[config.mk]
export PLATFORM = sky130hd
export DESIGN_NAME = fcn_cell
export DESIGN_NICKNAME = d
export VERILOG_FILES = /design/src/rtl/fcn_pkg.sv /design/src/rtl/fcn_cell.sv
export SDC_FILE = /design/constraint.sdc
export NUM_CORES = 1
export LEC_CHECK = 0
export BUFFER_PORTS_ARGS = -buffer_cell sky130_fd_sc_hd__buf_2
export CORE_MARGIN = 2
export CORE_UTILIZATION = 31
export CTS_BUF_LIST = sky130_fd_sc_hd__clkbuf_4 sky130_fd_sc_hd__clkbuf_8 sky130_fd_sc_hd__clkbuf_16
export CTS_CLUSTER_DIAMETER = 200
export CTS_CLUSTER_SIZE = 16
export DETAILED_ROUTE_END_ITERATION = 10
export PLACE_DENSITY_LB_ADDON = 0.3
export SLEW_MARGIN = 15
export SYNTH_ARGS = -nofsm -noshare
export SYNTH_HDL_FRONTEND = slang
export SYNTH_SLANG_ARGS = --single-unit
[constraint.sdc]
create_clock -name clk -period 7.6 [get_ports clk]
set_input_delay 0.38 -clock clk [delete_from_list [all_inputs] [get_ports clk]]
set_output_delay 0.38 -clock clk [all_outputs]
set_load 0.005 [all_outputs]
[src/rtl/fcn_pkg.sv]
// Shared types and constants for the FIR filter with coefficient nudge.
// Holds field widths, item structs, register indexes and fixed-point limits.
// No dependencies.
package fcn_pkg;

  localparam int SAMPLE_W   = 16;
  localparam int COEF_W     = 18;
  localparam int STEP_W     = 15;
  localparam int TAP_CNT_W  = 7;
  localparam int IDX_W      = 6;
  localparam int SUM_W      = 24;
  localparam int DELTA_W    = 16;
  localparam int PROD_W     = SAMPLE_W + COEF_W;
  localparam int FRAC_BITS  = 14;
  localparam int CFG_IDX_W  = 2;
  localparam int CFG_DATA_W = 15;

  localparam int DEFAULT_MAX_TAPS = 64;

  // register indexes
  localparam logic [CFG_IDX_W-1:0] CFG_TAP_COUNT = 2'd0;
  localparam logic [CFG_IDX_W-1:0] CFG_STEP_SIZE = 2'd1;
  localparam logic [CFG_IDX_W-1:0] CFG_UNCHECKED = 2'd2;

  // operation / result kind codes
  localparam logic OP_FILTER = 1'b0;
  localparam logic OP_ADJUST = 1'b1;

  localparam logic [TAP_CNT_W-1:0] TAP_COUNT_RST = 7'd5;
  localparam logic [STEP_W-1:0]    STEP_SIZE_RST = 15'd1638;

  localparam int COEF_MAX   = 131071;
  localparam int COEF_MIN   = -131072;
  localparam int UNITY      = 16384;
  localparam int ROUND_BIAS = 8192;
  localparam int SAMPLE_MAX = 32767;
  localparam int SAMPLE_MIN = -32768;

  typedef struct packed {
    logic                       operation;
    logic signed [SAMPLE_W-1:0] sample_in;
    logic [IDX_W-1:0]           tap_index;
    logic                       raise;
  } fcn_in_t;

  typedef struct packed {
    logic                       result_kind;
    logic signed [SAMPLE_W-1:0] filtered_sample;
    logic                       adjust_accepted;
  } fcn_out_t;

  // broadcast from the controller to every cell
  typedef struct packed {
    logic                      clear;
    logic                      op;
    logic                      apply;
    logic [IDX_W-1:0]          idx;
    logic signed [DELTA_W-1:0] delta;
  } fcn_ctrl_t;

endpackage

[src/rtl/fcn_cell.sv]
// One tap cell: delay-line stage, coefficient, registered product and token stage.
// Depends on fcn_pkg.
module fcn_cell #(
  parameter int INDEX = 0,
  parameter int ACC_W = fcn_pkg::PROD_W
) (
  input  logic                                clk,
  input  logic                                rst,
  input  logic                                shift_en,
  input  logic signed [fcn_pkg::SAMPLE_W-1:0] sample_prev,
  input  fcn_pkg::fcn_ctrl_t                  ctrl,
  input  logic                                tok_valid_in,
  input  logic signed [ACC_W-1:0]             tok_acc_in,
  output logic signed [fcn_pkg::SAMPLE_W-1:0] sample_out,
  output logic                                tok_valid_out,
  output logic signed [ACC_W-1:0]             tok_acc_out
);
  import fcn_pkg::*;

  logic signed [SAMPLE_W-1:0] sample;
  logic signed [COEF_W-1:0]   coef;
  logic signed [PROD_W-1:0]   prod;
  logic                       tok_valid;
  logic signed [ACC_W-1:0]    tok_acc;

  logic                       match;
  logic signed [COEF_W:0]     raw;
  logic signed [COEF_W-1:0]   coef_next;
  logic signed [COEF_W:0]     change;
  logic signed [ACC_W-1:0]    addend;

  always_comb begin
    match = tok_valid_in && (ctrl.op == OP_ADJUST) && ctrl.apply
            && (int'(ctrl.idx) == INDEX);
    raw = $signed({coef[COEF_W-1], coef}) + (COEF_W+1)'(ctrl.delta);
    if (raw > COEF_MAX) begin
      coef_next = COEF_W'(COEF_MAX);
    end else if (raw < COEF_MIN) begin
      coef_next = COEF_W'(COEF_MIN);
    end else begin
      coef_next = COEF_W'(raw);
    end
    change = $signed({coef_next[COEF_W-1], coef_next}) - $signed({coef[COEF_W-1], coef});
    // filter tokens gather products, adjust tokens gather the coefficient change
    if (ctrl.op == OP_ADJUST) begin
      addend = match ? ACC_W'(change) : '0;
    end else begin
      addend = ACC_W'(prod);
    end
  end

  always_ff @(posedge clk) begin
    if (rst) begin
      sample    <= '0;
      coef      <= '0;
      tok_valid <= 1'b0;
    end else begin
      tok_valid <= tok_valid_in;
      if (shift_en) begin
        sample <= sample_prev;
      end
      if (ctrl.clear) begin
        coef <= '0;
      end else if (match) begin
        coef <= coef_next;
      end
    end
  end

  always_ff @(posedge clk) begin
    prod    <= sample * coef;
    tok_acc <= tok_acc_in + addend;
  end

  assign sample_out    = sample;
  assign tok_valid_out = tok_valid;
  assign tok_acc_out   = tok_acc;

endmodule

==> summary.md <==
| Metric | Value |
|---|---|
| Number of library cell types mapped by synthesis | `just under 80` |
| 1st-iter DRT viols | `about 810` |
| MaxCap Viol Count | `0` |
| Seq cells post-synth | `103` |
| Layout Nets | `approximately 2600` |
| End of the critical path | `tok_acc_out[31]$_DFF_P_` |
| Critical Path Fanout Max | `14` |
| GRT busiest layer | `met2` |
| Main synth FF type | `dfxtp_1` |
| Reg-to-Reg Start | `coef[0]$_SDFFE_PP0P_` |
| Longest Clk Path Bufs | `2` |
| Design Area, Final | `0.0192 mm2` |
| Vias in the first global route | `roughly 14000` |
| Worst Path Required | `roughly 8000 ps` |
| I/O Buffers | `about 130` |
| Remaining antenna violation count | `0` |
| EDFF count, synth | `0` |
| Crit path from | `coef[0]$_SDFFE_PP0P_` |
| Final Hold Viols | `0` |
| Die width | `239 um` |
| Outcome | `completed` |
| Met1 Track Usage GR | `between 20% and 30%` |
| CP Data Arrival Time | `roughly 7400 ps` |
| WS Path Type | `reg2reg` |
| Cell taking the most area after synthesis | `fa_1` |
| Worst-Margin Slew | `1090 ps` |
| Stages on worst setup path | `30` |
| Fin. max-slew vios | `0` |
| Static Leak | `between 0.008 and 0.009 uW` |
| GRT Total Usage | `about 18%` |
| Share of layout cells above drive strength 1 | `10.9%` |
| Minimum clock period | `between 7000 and 8000 ps` |
| Worst IR Drop VDD | `between 80 and 90 uV` |
| Util after Layout | `about a third` |
| Async SR Flop Fraction | `0%` |
| Total die area | `0.0573 mm2` |
| Period utilization | `about 94%` |
| First-pass GRT wire length | `just under 80 mm` |
| Layout fillers | `roughly 5800` |
| Num CTS Buffers | `9` |
| CTS Hold Bufs | `0` |
| Crit end category | `flip-flop` |
| Initial antenna violation count | `0` |
| Vias | `about 13000` |
| WL final | `48.0 mm` |
| Largest net degree at the start of global routing | `24` |
| CP delay by family, top | `compound AO/OA/AOI/OAI gates` |
| Drt wl/cell | `17.3 um` |
| Sequential share of the synthesized area | `about an eighth` |
| Syn Std Cell Area | `around 0.017 mm2` |
| Skew-Pair Late Insertion Delay | `about 400 ps` |
| Worst hold path class | `in2reg` |
| Slew headroom | `between 20% and 30%` |
| Critical Path Max Stage Delay | `490 ps` |
| Largest cells by area after synthesis | `fa_1 (34%), dfxtp_1 (12%), ha_1 (11%), inv_1 (8.2%), nand2_1 (4.9%)` |
| Fmax | `about 0.14 GHz` |
| Layout area overhead | `11.6%` |
| Worst reg2reg setup slack | `~450 ps` |
| GPL Wtd Cong | `between 0.8 and 0.9` |
| Worst flop-to-flop path endpoint | `tok_acc_out[31]$_DFF_P_` |
| Total power | `between 1000 and 1500 uW` |
| Pre-antenna DRT Iters | `5` |
| Dpl ws | `-540 ps` |
| DIE HEIGHT | `around 240 um` |
| CP max stage cell | `or4_1` |
| Placed Cells | `between 2000 and 3000` |
| Worst Setup Slack, final | `446 ps` |
| Met2 usage | `a little under a third` |
| Most frequent CP cell | `a21o_1` |
| Initial Utilization | `31.3%` |
| CTS Root Cell | `clkbuf_16` |
| CTS clk-pin slew, worst paths | `about 80 ps` |
| Total grt overflow | `0` |
| WP buf/inv | `4` |
| Ports | `130` |
| Synth warn | `0` |
| Yosys top cell area share | `34.1%` |
| CTS tree | `done` |
| # H-tree levels | `3` |
| Drt drc | `0` |
| Final setup viols | `0` |
| Area after DPL | `0.0188 mm2` |
| Mean Syn Cell Area | `8.97 um2` |
| Post-synthesis net count | `~2400` |
| Post-Syn Instances | `~1900` |
| FF-to-FF path depth | `30` |
| DP HPWL | `about 40 mm` |
| Via-to-Cell Ratio | `~4.8` |
| Hold Path Origin | `tok_acc_in[0]` |
| Met3 GRT Util | `2.37%` |
| Setup crit start kind | `flip-flop` |
| Non-Filler Instances | `2781` |
| Pwr dens | `about 80 mW/mm2` |
| FP Rows | `86` |
| Clk sinks | `approximately 100` |
| Final clock skew | `approximately 13 ps` |
| Core Box Area | `about 0.055 mm2` |
-- power by group --
part           leakage [uW]  switching (uW)  internal [uW]  total [uW]
registers          0.000850            35.0            570         605
logic               0.00766             200            141         341
clock network      0.000165             253            297         549
-- routing by layer --
metal	wire length [um]	vias up	share of wire, %
met5	0	-	0
met4	1350	0	2.8
met3	1920	52	4.0
met2	24600	269	51
met1	20200	6707	42
li1	-	6286	-
-- cell usage in the layout, fill, tap and decap left out, drive strengths merged, types with 4 or more instances in the layout --
cell	netlist	routed
a211o	4	4
a211oi	14	14
a21o	33	33
a21oi	76	76
a22o	14	14
a22oi	14	14
a31oi	11	11
and2	108	108
and3	9	9
and4	4	4
buf	16	170
clkbuf	54	9
dfxtp	103	103
fa	293	293
ha	155	155
inv	374	377
maj3	14	14
mux2i	16	16
nand2	224	224
nand2b	15	15
nand3	16	16
nand4	12	12
nor2	60	60
nor2b	8	8
nor3	17	17
nor4	5	5
o21a	9	9
o21ai	60	60
o21bai	22	22
o31ai	6	6
or3	4	4
xnor2	73	73
xor2	23	23
-- through the flow --
step	hold slack, ps	setup TNS (ps)
after global routing	210	-9.74
after detailed placement	543	-2170
after floorplan	463	0
final	218	0
after CTS	195	0
after global placement	555	-601
-- synth_stat cells (10+ instances only) --
library cell,instances
a22oi_2,10
nor2_1,60
nand2b_1,15
clkbuf_1,54
ha_1,155
a211oi_1,14
mux2i_1,16
o21bai_1,22
a21o_1,33
and2_1,108
xnor2_1,72
inv_1,374
a21oi_1,75
o21ai_0,51
fa_1,293
xor2_1,23
nor3_1,17
a22o_1,14
dfxtp_1,103
nand3_1,15
maj3_1,14
nand4_1,12
nand2_1,224
-- area by class of cell --
type                    instances  area, um2  area share (%)
multi-input cells            1368      13500            70.2
clock inverters                 7        114           0.594
flip-flops and latches        103       2060            10.8
well taps                     748        936            4.88
clock buffers                   9        225            1.17
diodes                          1       2.50          0.0131
inverters                     375       1410            7.34
repair buffers                170        966            5.04
-- cell families after synthesis --
logic type	after synthesis	share of synthesized area [%]
flip-flops	103	12.0
adder cells (fa/ha/maj)	462	46.2
AND/OR/NAND/NOR	490	13.8
XOR/XNOR	96	4.94
multiplexers	16	0.932
AO/OA/AOI/OAI	304	12.2
buffers and inverters	445	9.90
-- how the worst min path moves through the flow --
stage                     slack, ps                    endpoint  depth (start not counted)
after floorplan                 460       coef[17]$_SDFFE_PP0P_                          1
after CTS                       190      tok_acc_out[0]$_DFF_P_                          2
after detailed placement        540       coef[17]$_SDFFE_PP0P_                          2
after global placement          560       coef[17]$_SDFFE_PP0P_                          2
after global routing            210  sample_out[5]$_SDFFE_PP0P_                          3
final                           220      tok_acc_out[0]$_DFF_P_                          2
-- flip-flops by register name (all words and copies together) (netlist names) --
register	flops
coef	18
prod	34
sample_out	16
tok_acc_out	34
tok_valid_out	1
-- what timing repair did --
action	in CTS	in global routing
resized for setup	1	9
endpoints found under the hold margin	0	0
buffers inserted	4	0
setup endpoints to repair	8	8
pin swaps	1	0
Power figures use the tool's default switching activity.
